`src/hw/rtl/jcm_pkg.sv`:
```
package jcm_pkg;

    // Field widths
    localparam int TIME_W     = 32;
    localparam int JOY_W      = 12;
    localparam int POS_X_W    = 7;
    localparam int POS_Y_W    = 6;
    localparam int SPEED_W    = 5;
    localparam int BTN_W      = 2;
    localparam int EDGE_W     = 3;
    localparam int CFG_IDX_W  = 2;
    localparam int CFG_DATA_W = 5;

    // Motion arithmetic
    localparam int ACC_W      = 14;               // signed 1/256-pixel accumulator
    localparam int FRAC_BITS  = 8;                // 256 sub-steps per pixel
    localparam int MAG_W      = 11;               // saturated deflection magnitude
    localparam int REC_SHIFT  = 24;               // reciprocal scaling for divide-by-constant
    localparam int REC_W      = 14;

    localparam logic [JOY_W:0]   JOY_CENTER = (JOY_W + 1)'(2047);
    localparam logic [MAG_W-1:0] DEFL_MAX   = MAG_W'(2047);
    localparam logic [JOY_W-1:0] JOY_FULL   = JOY_W'(4095);

    localparam logic [REC_W-1:0] REC_DEFL = REC_W'((64'd1 << REC_SHIFT) / 64'd2047);
    localparam logic [REC_W-1:0] REC_FULL = REC_W'((64'd1 << REC_SHIFT) / 64'd4095);

    localparam logic [TIME_W-1:0] MOVE_PERIOD_MS = TIME_W'(16);

    // Speed register limits and reset
    localparam logic [SPEED_W-1:0] SPEED_MIN   = SPEED_W'(1);
    localparam logic [SPEED_W-1:0] SPEED_MAX   = SPEED_W'(20);
    localparam logic [SPEED_W-1:0] SPEED_RESET = SPEED_W'(3);

    // Cursor reset position
    localparam logic [POS_X_W-1:0] POS_X_RESET = POS_X_W'(64);
    localparam logic [POS_Y_W-1:0] POS_Y_RESET = POS_Y_W'(32);

    // Configuration register indexes
    localparam logic [CFG_IDX_W-1:0] CFG_ENABLED  = CFG_IDX_W'(0);
    localparam logic [CFG_IDX_W-1:0] CFG_ABS_MODE = CFG_IDX_W'(1);
    localparam logic [CFG_IDX_W-1:0] CFG_SPEED    = CFG_IDX_W'(2);

    // Click button codes
    localparam logic [BTN_W-1:0] BTN_B = BTN_W'(0);
    localparam logic [BTN_W-1:0] BTN_A = BTN_W'(1);
    localparam logic [BTN_W-1:0] BTN_X = BTN_W'(2);
    localparam logic [BTN_W-1:0] BTN_Y = BTN_W'(3);

    // Hardware ids of consumed edges
    localparam logic [EDGE_W-1:0] EDGE_Y    = EDGE_W'(0);
    localparam logic [EDGE_W-1:0] EDGE_A    = EDGE_W'(1);
    localparam logic [EDGE_W-1:0] EDGE_X    = EDGE_W'(2);
    localparam logic [EDGE_W-1:0] EDGE_B    = EDGE_W'(3);
    localparam logic [EDGE_W-1:0] EDGE_NONE = EDGE_W'(4);

    typedef struct packed {
        logic [TIME_W-1:0] now_ms;
        logic [JOY_W-1:0]  joy_x;
        logic [JOY_W-1:0]  joy_y;
        logic              press_b;
        logic              press_a;
        logic              press_x;
        logic              press_y;
        logic              take_click;
    } in_word_t;

    typedef struct packed {
        logic [POS_X_W-1:0] cursor_x;
        logic [POS_Y_W-1:0] cursor_y;
        logic               click_valid;
        logic [BTN_W-1:0]   click_button;
        logic [EDGE_W-1:0]  edge_consumed;
    } out_word_t;

    // Part of an input word carried past the lanes to the merge stage
    typedef struct packed {
        logic [TIME_W-1:0] now_ms;
        logic              press_b;
        logic              press_a;
        logic              press_x;
        logic              press_y;
        logic              take_click;
    } side_t;

    // Load enables of the three lane pipeline stages
    typedef struct packed {
        logic s1;
        logic s2;
        logic s3;
    } pipe_en_t;

endpackage

```
`src/hw/rtl/jcm_in_if.sv`:
```
interface jcm_in_if;
    import jcm_pkg::*;

    logic     valid;
    logic     ready;
    in_word_t data;

    modport source (output valid, output data, input ready);
    modport sink (input valid, input data, output ready);
endinterface

```
`src/hw/rtl/jcm_out_if.sv`:
```
interface jcm_out_if;
    import jcm_pkg::*;

    logic      valid;
    logic      ready;
    out_word_t data;

    modport source (output valid, output data, input ready);
    modport sink (input valid, input data, output ready);
endinterface

```
`src/hw/rtl/jcm_axis_lane.sv`:
```
module jcm_axis_lane #(
    parameter int POS_W = jcm_pkg::POS_X_W
) (
    input  logic                               clk,
    input  jcm_pkg::pipe_en_t                  en,
    input  logic [jcm_pkg::JOY_W-1:0]          joy,
    input  logic [jcm_pkg::SPEED_W-1:0]        speed,
    output logic signed [jcm_pkg::ACC_W-1:0]   term,
    output logic [POS_W-1:0]                   abs_pos
);
    import jcm_pkg::*;

    localparam int M_W  = MAG_W + SPEED_W;          // deflection * speed
    localparam int N_W  = M_W + FRAC_BITS;          // scaled to 1/256 pixel
    localparam int P_W  = N_W + REC_W;
    localparam int Q_W  = ACC_W - 1;                // step magnitude
    localparam int NA_W = JOY_W + POS_W;            // sample * full-scale position
    localparam int PA_W = NA_W + REC_W;
    localparam logic [NA_W-1:0] POS_MAX = NA_W'((1 << POS_W) - 1);

    // Stage 0: deflection from center, saturate, multiply by speed; scale the sample by full-scale position
    logic signed [JOY_W:0] dev;
    logic                  neg_next;
    logic [JOY_W:0]        dev_mag;
    logic [MAG_W-1:0]      mag;
    logic [M_W-1:0]        m_next;
    logic [NA_W-1:0]       na_next;

    always_comb
    begin
        dev      = $signed({1'b0, joy}) - $signed(JOY_CENTER);
        neg_next = dev[JOY_W];
        dev_mag  = neg_next ? (JOY_W + 1)'(-dev) : (JOY_W + 1)'(dev);
        if (dev_mag > (JOY_W + 1)'(DEFL_MAX))
        begin
            mag = DEFL_MAX;
        end
        else
        begin
            mag = dev_mag[MAG_W-1:0];
        end
        m_next  = M_W'(mag) * M_W'(speed);
        na_next = NA_W'(joy) * POS_MAX;
    end

    logic [M_W-1:0]  m1_reg;
    logic            neg1_reg;
    logic [NA_W-1:0] na1_reg;

    always_ff @(posedge clk)
    begin
        if (en.s1)
        begin
            m1_reg   <= m_next;
            neg1_reg <= neg_next;
            na1_reg  <= na_next;
        end
    end

    // Stage 1: quotient estimates by reciprocal multiply
    logic [N_W-1:0]  n_next;
    logic [P_W-1:0]  p;
    logic [Q_W-1:0]  q0_next;
    logic [PA_W-1:0] pa;
    logic [POS_W-1:0] qa0_next;

    always_comb
    begin
        n_next   = {m1_reg, FRAC_BITS'(0)};
        p        = P_W'(n_next) * P_W'(REC_DEFL);
        q0_next  = p[REC_SHIFT +: Q_W];
        pa       = PA_W'(na1_reg) * PA_W'(REC_FULL);
        qa0_next = pa[REC_SHIFT +: POS_W];
    end

    logic [N_W-1:0]   n2_reg;
    logic [Q_W-1:0]   q02_reg;
    logic             neg2_reg;
    logic [NA_W-1:0]  na2_reg;
    logic [POS_W-1:0] qa02_reg;

    always_ff @(posedge clk)
    begin
        if (en.s2)
        begin
            n2_reg   <= n_next;
            q02_reg  <= q0_next;
            neg2_reg <= neg1_reg;
            na2_reg  <= na1_reg;
            qa02_reg <= qa0_next;
        end
    end

    // Stage 2: correct each estimate by one, apply sign
    logic [N_W-1:0]          rem;
    logic [Q_W-1:0]          q;
    logic signed [ACC_W-1:0] term_next;
    logic [NA_W-1:0]         rem_a;
    logic [POS_W-1:0]        abs_next;

    always_comb
    begin
        rem = n2_reg - N_W'(q02_reg) * N_W'(DEFL_MAX);
        q   = q02_reg + Q_W'(rem >= N_W'(DEFL_MAX));
        if (neg2_reg)
        begin
            term_next = -$signed({1'b0, q});
        end
        else
        begin
            term_next = $signed({1'b0, q});
        end
        rem_a    = na2_reg - NA_W'(qa02_reg) * NA_W'(JOY_FULL);
        abs_next = qa02_reg + POS_W'(rem_a >= NA_W'(JOY_FULL));
    end

    logic signed [ACC_W-1:0] term_reg;
    logic [POS_W-1:0]        abs_reg;

    always_ff @(posedge clk)
    begin
        if (en.s3)
        begin
            term_reg <= term_next;
            abs_reg  <= abs_next;
        end
    end

    assign term    = term_reg;
    assign abs_pos = abs_reg;

endmodule

```
`src/hw/rtl/jcm_merge.sv`:
```
module jcm_merge #(
    parameter logic [jcm_pkg::TIME_W-1:0] MOVE_PERIOD_MS = jcm_pkg::MOVE_PERIOD_MS
) (
    input  logic                              clk,
    input  logic                              rst_n,
    input  logic                              cfg_we,
    input  logic [jcm_pkg::CFG_IDX_W-1:0]     cfg_index,
    input  logic [jcm_pkg::CFG_DATA_W-1:0]    cfg_wdata,
    input  logic                              commit,
    input  jcm_pkg::side_t                    side,
    input  logic signed [jcm_pkg::ACC_W-1:0]  term_x,
    input  logic signed [jcm_pkg::ACC_W-1:0]  term_y,
    input  logic [jcm_pkg::POS_X_W-1:0]       abs_x,
    input  logic [jcm_pkg::POS_Y_W-1:0]       abs_y,
    output logic [jcm_pkg::SPEED_W-1:0]       speed,
    output jcm_pkg::out_word_t                res
);
    import jcm_pkg::*;

    localparam int SP_W = POS_X_W + 2;    // signed position with headroom for a step

    typedef struct packed {
        logic [POS_X_W-1:0]      pos;
        logic signed [ACC_W-1:0] acc;
    } axis_t;

    // Add a term, move by whole pixels toward zero, clamp and clear on an edge
    function automatic axis_t axis_move(
        input logic [POS_X_W-1:0]      pos,
        input logic [POS_X_W-1:0]      pmax,
        input logic signed [ACC_W-1:0] acc,
        input logic signed [ACC_W-1:0] add
    );
        logic signed [ACC_W-1:0] sum;
        logic [ACC_W-2:0]        smag;
        logic signed [SP_W-1:0]  step;
        logic signed [ACC_W-1:0] rem;
        logic signed [SP_W-1:0]  npos;
        axis_t                   r;
        sum = acc + add;
        if (sum < 0)
        begin
            smag = (ACC_W - 1)'(-sum);
            step = -$signed(SP_W'(smag[ACC_W-2:FRAC_BITS]));
            rem  = -$signed(ACC_W'(smag[FRAC_BITS-1:0]));
        end
        else
        begin
            smag = sum[ACC_W-2:0];
            step = $signed(SP_W'(smag[ACC_W-2:FRAC_BITS]));
            rem  = $signed(ACC_W'(smag[FRAC_BITS-1:0]));
        end
        npos  = $signed(SP_W'(pos)) + step;
        r.pos = npos[POS_X_W-1:0];
        r.acc = rem;
        if (npos < 0)
        begin
            r.pos = '0;
            r.acc = '0;
        end
        else if (npos > $signed(SP_W'(pmax)))
        begin
            r.pos = pmax;
            r.acc = '0;
        end
        return r;
    endfunction

    logic                      enabled_reg;
    logic                      abs_mode_reg;
    logic [SPEED_W-1:0]        speed_reg;
    logic [POS_X_W-1:0]        pos_x_reg, pos_x_next;
    logic [POS_Y_W-1:0]        pos_y_reg, pos_y_next;
    logic [TIME_W-1:0]         last_move_reg, last_move_next;
    logic signed [ACC_W-1:0]   acc_x_reg, acc_x_next;
    logic signed [ACC_W-1:0]   acc_y_reg, acc_y_next;
    logic                      latched_reg, latched_next;
    logic [BTN_W-1:0]          button_reg, button_next;

    logic [TIME_W-1:0]         elapsed;
    axis_t                     mx;
    axis_t                     my;
    logic [EDGE_W-1:0]         consumed;
    logic                      click_valid;
    logic [BTN_W-1:0]          click_button;
    logic                      cfg_clear;
    logic [SPEED_W-1:0]        speed_sat;

    // Cursor update and click latch for the word leaving the lanes
    always_comb
    begin
        pos_x_next     = pos_x_reg;
        pos_y_next     = pos_y_reg;
        last_move_next = last_move_reg;
        acc_x_next     = acc_x_reg;
        acc_y_next     = acc_y_reg;
        latched_next   = latched_reg;
        button_next    = button_reg;
        consumed       = EDGE_NONE;
        click_valid    = 1'b0;
        click_button   = BTN_B;
        elapsed        = side.now_ms - last_move_reg;
        mx = axis_move(pos_x_reg, POS_X_W'((1 << POS_X_W) - 1), acc_x_reg, term_x);
        my = axis_move(POS_X_W'(pos_y_reg), POS_X_W'((1 << POS_Y_W) - 1), acc_y_reg, term_y);

        if (enabled_reg)
        begin
            if (abs_mode_reg)
            begin
                pos_x_next = abs_x;
                pos_y_next = abs_y;
            end
            else if (elapsed >= MOVE_PERIOD_MS)
            begin
                last_move_next = side.now_ms;
                pos_x_next     = mx.pos;
                acc_x_next     = mx.acc;
                pos_y_next     = my.pos[POS_Y_W-1:0];
                acc_y_next     = my.acc;
            end

            if (side.press_b)
            begin
                button_next = BTN_B;
                consumed    = EDGE_B;
            end
            else if (side.press_a)
            begin
                button_next = BTN_A;
                consumed    = EDGE_A;
            end
            else if (side.press_x)
            begin
                button_next = BTN_X;
                consumed    = EDGE_X;
            end
            else if (side.press_y)
            begin
                button_next = BTN_Y;
                consumed    = EDGE_Y;
            end
            if (consumed != EDGE_NONE)
            begin
                latched_next = 1'b1;
            end
        end

        // Serve a take request after the update
        if (side.take_click && latched_next)
        begin
            latched_next = 1'b0;
            click_valid  = 1'b1;
            click_button = button_next;
        end
    end

    always_comb
    begin
        res.cursor_x      = pos_x_next;
        res.cursor_y      = pos_y_next;
        res.click_valid   = click_valid;
        res.click_button  = click_button;
        res.edge_consumed = consumed;
    end

    // Configuration decode: saturate speed, detect motion clear
    always_comb
    begin
        if (cfg_wdata < SPEED_MIN)
        begin
            speed_sat = SPEED_MIN;
        end
        else if (cfg_wdata > SPEED_MAX)
        begin
            speed_sat = SPEED_MAX;
        end
        else
        begin
            speed_sat = cfg_wdata;
        end
        cfg_clear = cfg_we &&
                    ((cfg_index == CFG_ENABLED && cfg_wdata[0] && !enabled_reg) ||
                     cfg_index == CFG_ABS_MODE);
    end

    // Configuration registers
    always_ff @(posedge clk or negedge rst_n)
    begin
        if (!rst_n)
        begin
            enabled_reg  <= 1'b0;
            abs_mode_reg <= 1'b0;
            speed_reg    <= SPEED_RESET;
        end
        else if (cfg_we)
        begin
            case (cfg_index)
                CFG_ENABLED:  enabled_reg  <= cfg_wdata[0];
                CFG_ABS_MODE: abs_mode_reg <= cfg_wdata[0];
                CFG_SPEED:    speed_reg    <= speed_sat;
                default:      ;
            endcase
        end
    end

    // Cursor state: advance on commit, clear motion on a mode write or a write that enables a disabled block
    always_ff @(posedge clk or negedge rst_n)
    begin
        if (!rst_n)
        begin
            pos_x_reg     <= POS_X_RESET;
            pos_y_reg     <= POS_Y_RESET;
            last_move_reg <= '0;
            acc_x_reg     <= '0;
            acc_y_reg     <= '0;
            latched_reg   <= 1'b0;
            button_reg    <= BTN_B;
        end
        else if (cfg_clear)
        begin
            last_move_reg <= '0;
            acc_x_reg     <= '0;
            acc_y_reg     <= '0;
        end
        else if (commit)
        begin
            pos_x_reg     <= pos_x_next;
            pos_y_reg     <= pos_y_next;
            last_move_reg <= last_move_next;
            acc_x_reg     <= acc_x_next;
            acc_y_reg     <= acc_y_next;
            latched_reg   <= latched_next;
            button_reg    <= button_next;
        end
    end

    assign speed = speed_reg;

endmodule

```
`src/hw/rtl/joystick_cursor_motion.sv`:
```
// Path: a word accepted on the input passes the three registered lane stages and the merge
// stage, which loads the output register. Throughput: one word per cycle while the output
// is taken, else the stages hold; the X and Y lanes scale both axes in parallel and the
// merge stage updates cursor and click state once per word.
// Reset (rst_n, asynchronous, active low): pipeline empty, cursor at (64, 32),
// accumulators, move time and click latch cleared, block disabled, speed 3.
module joystick_cursor_motion #(
    parameter logic [jcm_pkg::TIME_W-1:0] MOVE_PERIOD_MS = jcm_pkg::MOVE_PERIOD_MS
) (
    input  logic                           clk,
    input  logic                           rst_n,
    jcm_in_if.sink                         in_ch,
    jcm_out_if.source                      out_ch,
    input  logic                           cfg_we,
    input  logic [jcm_pkg::CFG_IDX_W-1:0]  cfg_index,
    input  logic [jcm_pkg::CFG_DATA_W-1:0] cfg_wdata
);
    import jcm_pkg::*;

    logic v1_reg, v2_reg, v3_reg, ov_reg;
    logic out_free;
    logic commit;
    pipe_en_t en;

    side_t     side0;
    side_t     side1_reg, side2_reg, side3_reg;
    out_word_t res;
    out_word_t out_reg;

    logic [SPEED_W-1:0]        speed;
    logic signed [ACC_W-1:0]   term_x, term_y;
    logic [POS_X_W-1:0]        abs_x;
    logic [POS_Y_W-1:0]        abs_y;

    // Stage enables: a stage loads when empty or when its word moves on
    always_comb
    begin
        out_free = !ov_reg || out_ch.ready;
        en.s3    = !v3_reg || out_free;
        en.s2    = !v2_reg || en.s3;
        en.s1    = !v1_reg || en.s2;
        commit   = v3_reg && out_free;
    end

    assign in_ch.ready = en.s1;

    // Valid bits of the pipeline and output register
    always_ff @(posedge clk or negedge rst_n)
    begin
        if (!rst_n)
        begin
            v1_reg <= 1'b0;
            v2_reg <= 1'b0;
            v3_reg <= 1'b0;
            ov_reg <= 1'b0;
        end
        else
        begin
            if (en.s1)
            begin
                v1_reg <= in_ch.valid;
            end
            if (en.s2)
            begin
                v2_reg <= v1_reg;
            end
            if (en.s3)
            begin
                v3_reg <= v2_reg;
            end
            if (out_free)
            begin
                ov_reg <= v3_reg;
            end
        end
    end

    always_comb
    begin
        side0.now_ms     = in_ch.data.now_ms;
        side0.press_b    = in_ch.data.press_b;
        side0.press_a    = in_ch.data.press_a;
        side0.press_x    = in_ch.data.press_x;
        side0.press_y    = in_ch.data.press_y;
        side0.take_click = in_ch.data.take_click;
    end

    // Carry time and button fields alongside the lanes
    always_ff @(posedge clk)
    begin
        if (en.s1)
        begin
            side1_reg <= side0;
        end
        if (en.s2)
        begin
            side2_reg <= side1_reg;
        end
        if (en.s3)
        begin
            side3_reg <= side2_reg;
        end
        if (out_free)
        begin
            out_reg <= res;
        end
    end

    jcm_axis_lane #(
        .POS_W (POS_X_W)
    ) u_lane_x (
        .clk     (clk),
        .en      (en),
        .joy     (in_ch.data.joy_x),
        .speed   (speed),
        .term    (term_x),
        .abs_pos (abs_x)
    );

    jcm_axis_lane #(
        .POS_W (POS_Y_W)
    ) u_lane_y (
        .clk     (clk),
        .en      (en),
        .joy     (in_ch.data.joy_y),
        .speed   (speed),
        .term    (term_y),
        .abs_pos (abs_y)
    );

    jcm_merge #(
        .MOVE_PERIOD_MS (MOVE_PERIOD_MS)
    ) u_merge (
        .clk       (clk),
        .rst_n     (rst_n),
        .cfg_we    (cfg_we),
        .cfg_index (cfg_index),
        .cfg_wdata (cfg_wdata),
        .commit    (commit),
        .side      (side3_reg),
        .term_x    (term_x),
        .term_y    (term_y),
        .abs_x     (abs_x),
        .abs_y     (abs_y),
        .speed     (speed),
        .res       (res)
    );

    assign out_ch.valid = ov_reg;
    assign out_ch.data  = out_reg;

endmodule

```
`src/flat_wrapper.sv`:
```
// flat-port wrapper written by rule: the top's interface ports become plain ports
module joystick_cursor_motion_flat import jcm_pkg::*;
#(
    parameter logic [jcm_pkg::TIME_W-1:0] MOVE_PERIOD_MS = jcm_pkg::MOVE_PERIOD_MS
)
  (clk, rst_n, cfg_we, cfg_index, cfg_wdata, in_ch_valid, in_ch_data, in_ch_ready, out_ch_valid, out_ch_data, out_ch_ready);
  jcm_in_if in_ch_i ();
  jcm_out_if out_ch_i ();
  input  logic clk;
  input  logic rst_n;
  input  logic cfg_we;
  input  logic [jcm_pkg::CFG_IDX_W-1:0] cfg_index;
  input  logic [jcm_pkg::CFG_DATA_W-1:0] cfg_wdata;
  input wire logic [$bits(in_ch_i.valid)-1:0] in_ch_valid;
  input wire logic [$bits(in_ch_i.data)-1:0] in_ch_data;
  output wire logic [$bits(in_ch_i.ready)-1:0] in_ch_ready;
  output wire logic [$bits(out_ch_i.valid)-1:0] out_ch_valid;
  output wire logic [$bits(out_ch_i.data)-1:0] out_ch_data;
  input wire logic [$bits(out_ch_i.ready)-1:0] out_ch_ready;
  assign in_ch_i.valid = in_ch_valid;
  assign in_ch_i.data = in_ch_data;
  assign in_ch_ready = in_ch_i.ready;
  assign out_ch_valid = out_ch_i.valid;
  assign out_ch_data = out_ch_i.data;
  assign out_ch_i.ready = out_ch_ready;
  joystick_cursor_motion #(.MOVE_PERIOD_MS(MOVE_PERIOD_MS)) u_core (.clk(clk), .rst_n(rst_n), .in_ch(in_ch_i), .out_ch(out_ch_i), .cfg_we(cfg_we), .cfg_index(cfg_index), .cfg_wdata(cfg_wdata));
endmodule
```
`config.mk`:
```
export PLATFORM = sky130hd
export DESIGN_NAME = joystick_cursor_motion_flat
export DESIGN_NICKNAME = d
export VERILOG_FILES = /design/src/hw/rtl/jcm_pkg.sv /design/src/hw/rtl/jcm_in_if.sv /design/src/hw/rtl/jcm_out_if.sv /design/src/hw/rtl/jcm_axis_lane.sv /design/src/hw/rtl/jcm_merge.sv /design/src/hw/rtl/joystick_cursor_motion.sv /design/src/flat_wrapper.sv
export SDC_FILE = /design/constraint.sdc
export NUM_CORES = 2
export LEC_CHECK = 0
export BUFFER_PORTS_ARGS = -buffer_cell sky130_fd_sc_hd__buf_2
export CAP_MARGIN = 40
export CORE_ASPECT_RATIO = 0.9
export CORE_MARGIN = 8
export CORE_UTILIZATION = 23
export DETAILED_ROUTE_END_ITERATION = 7
export PLACE_DENSITY = 0.39
export SLEW_MARGIN = 20
export SYNTH_ARGS = -nofsm -noshare
export SYNTH_HDL_FRONTEND = slang
export SYNTH_HIERARCHICAL = 1
export SYNTH_SLANG_ARGS = --single-unit
```
`constraint.sdc`:
```
create_clock -name clk -period 11.95 [get_ports clk]
set_clock_uncertainty 0.2 [all_clocks]
set_input_delay 0 -clock clk [delete_from_list [all_inputs] [get_ports clk]]
set_output_delay 0 -clock clk [all_outputs]
set_load 0.03 [all_outputs]
```
==> out/qor.csv <==
metric,value,unit
status,"finished, final reports clean",
overflow,0,
period_minus_slack,8.18,ns
min_path_cells,4,
detail_route.wirelength,107,mm
tightest_slew,0.850,ns
fin_crit_sh,0.684,
antenna_left,0,
grt.total_usage,0.106,
drv_cap,0,
hold_viol_final,0,
hold_class,in -> reg,
dr.pass1.iters,6,
crit_buf_inv,5,
insertion_delay,0.68,ns
drc_errors,0,
ff2ff_setup_slack,3.77,ns
fin_area,49300,um2
synthCells,4101,
synth_flop_cell,edfxtp_1,
worst_ep_arrival_time,8.37,ns
holdPathEnd,u_core/u_lane_x/na1_reg[9],
yosysTopAreaCell,edfxtp_1,
gp_congestion,0.791,
grt_pass1_wl,171,mm
hold_start,in_ch_data[26],
setup_viol,0,
drt_iter0_markers,1411,
cp-start-kind,flip-flop,
cts_buffers,57,
drive_gt1_frac,0.0673,
core_area,183000,um2
num_rows,149,
rsz0062_at_grt,false,
ys_top_cells_by_count,"700 x inv_1, 496 x ha_1, 386 x fa_1",
grt_pass1_vias,30300,
critPathMaxFanout,7,
wl_per_cell,15.7,um
vias,29500,
finalSetupTns,0,ns
hpwl,85.7,mm
grt_use_met3,0.0126,
fin_ws,3.77,ns
dieArea,199000,um2
yosysWarnings,6,
cp_slowest_cell,fa_1,
synthArstFlopShare,0.195,
slowest_delay,0.61,ns
fmax,0.122,GHz
synth_top_area_frac,0.249,
synthTopCellsByArea,"edfxtp_1 25%, fa_1 18%, ha_1 15%, inv_1 6.2%, dfrtp_1 4.8%",
grt.met1_usage,0.152,
port_buffers,93,
cts_tree,done,
layout-area-overhead-vs-synth,16.0,%
die_y,424,um
busiest_layer,met2,
clkSinkCount,437,
cpLargestDelayFamily,adder cells,
synth_seq_cells,437,
synth.distinct_cells,107,
crit_type,reg -> reg,
end_kind,flip-flop,
ys_seq_area_frac,0.299,
synth_fp_nets,5056,
grt_max_degree,110,
clockBufferDepth,3,
cts-root-buf,clkbuf_16,
syn_area,42500,um2
synth_enable_flop_cells,352,
max_slew_margin,0.428,
r2r-start,u_core/u_lane_y/q02_reg[9],
clk_pin_slew,0.06,ns
pin_count,94,
htreeDepth,2,
synth_most_common_cell,inv_1,
timing.rr.end,u_core/u_lane_y/term[13],
avgSynthCellArea,10.4,um2
vias_per_cell,4.33,
preCtsSetupSlack,3.70,ns
nets,5290,
die_w,469,um
reg2reg_depth,27,
antenna_found_initial,3,
slew_viol_final,0,
cp_data_required_time,12.14,ns
place_area,46000,um2
grt_util_met2,0.171,
start_util,0.232,
==> timing repair <==
item                      in CTS  in global routing
resized for setup              0                  0
hold endpoints to repair     195                  0
buffers inserted               0                  0
hold buffers                 117                  0
==> layout make-up <==
cell class,instances,area (um2)
diodes,3,7.51
flip-flops and latches,437,12700
well taps,2416,3020
inverters,700,2630
repair buffers,237,1970
fillers,19500,134000
clock inverters,39,490
multi-input cells,2902,27000
clock buffers,69,1520
==> worst max path at each step <==
stage	slack (ns)	to	start	cells after the start
finish	3.77	u_core/u_lane_y/term[13]	u_core/u_lane_y/q02_reg[9]	27
global route	3.10	u_core/u_lane_x/term[12]	u_core/u_lane_x/q02_reg[10]	28
detailed placement	3.70	u_core/u_lane_y/term[13]	u_core/u_lane_y/q02_reg[10]	27
global placement	3.72	u_core/u_lane_x/term[12]	u_core/u_lane_x/q02_reg[10]	27
floorplan	4.67	u_core/u_lane_y/term[13]	u_core/u_lane_y/q02_reg[4]	26
CTS	3.67	u_core/u_lane_y/term[13]	u_core/u_lane_y/q02_reg[9]	27
==> cell families after synthesis <==
| kind of cell | after synthesis | share of synthesized area |
|---|---|---|
| muxes | 26 | 0.00653 |
| xor gates and xnor gates | 292 | 0.0608 |
| AOI/OAI and AO/OA | 742 | 0.123 |
| DFF | 437 | 0.299 |
| and+or+nand+nor | 960 | 0.115 |
| adders and majority gates | 882 | 0.328 |
| buffers and inverters | 762 | 0.0677 |
==> worst reg2reg max path: cells and delay by family, from the launching register on <==
kind	cells	cell delay, ns
compound gates	7	1.80
simple gates	7	1.36
fa+ha+maj	8	3.61
buf+inv	5	0.48
flops	1	0.47
==> routing by layer <==
| layer | wire length [um] | vias up |
|---|---|---|
| met3 | 3050 | 107 |
| met2 | 48100 | 368 |
| met1 | 53100 | 14400 |
| li1 | - | 14600 |
| met4 | 2400 | 0 |
| met5 | 0 | - |
==> placed cells by master, fill, tap and decap left out, drive strengths merged, types with 13 or more instances in the layout <==
master       instances
xnor2              198
ha                 496
o211ai              18
o21bai              16
nor2               167
o31ai               15
nand2b              35
clkinv              21
edfxtp             352
a31oi               27
nand4               34
a211oi              31
o221ai              25
dlygate4sd3        116
clkbuf              69
nand2              281
xor2                93
or3                 28
nor3                49
dfrtp               81
o21ai              138
a22o                45
fa                 386
nor4                19
and4                17
or2                 22
inv                706
buf                121
and3                47
nand3               94
mux2i               15
o21a                30
a21o                51
and2                59
o31a                13
nor2b               58
a21oi              182
==> metrics by stage <==
stage / instances / hold WS (ns) / utilization
5_1_grt: 6802 / 0.0641 / 0.269
4_1_cts: 6797 / 0.00185 / 0.268
6_report: 6803 / 0.0482 / 0.269
3_3_place_gp: 6561 / -0.0767 / 0.250
3_5_place_dp: 6572 / -0.0735 / 0.251
2_1_floorplan: 4101 / -0.496 / -
Power is left out: the tool's default activity adds up to more than one toggle a clock period on the data nets, which glitch-free logic cannot reach.
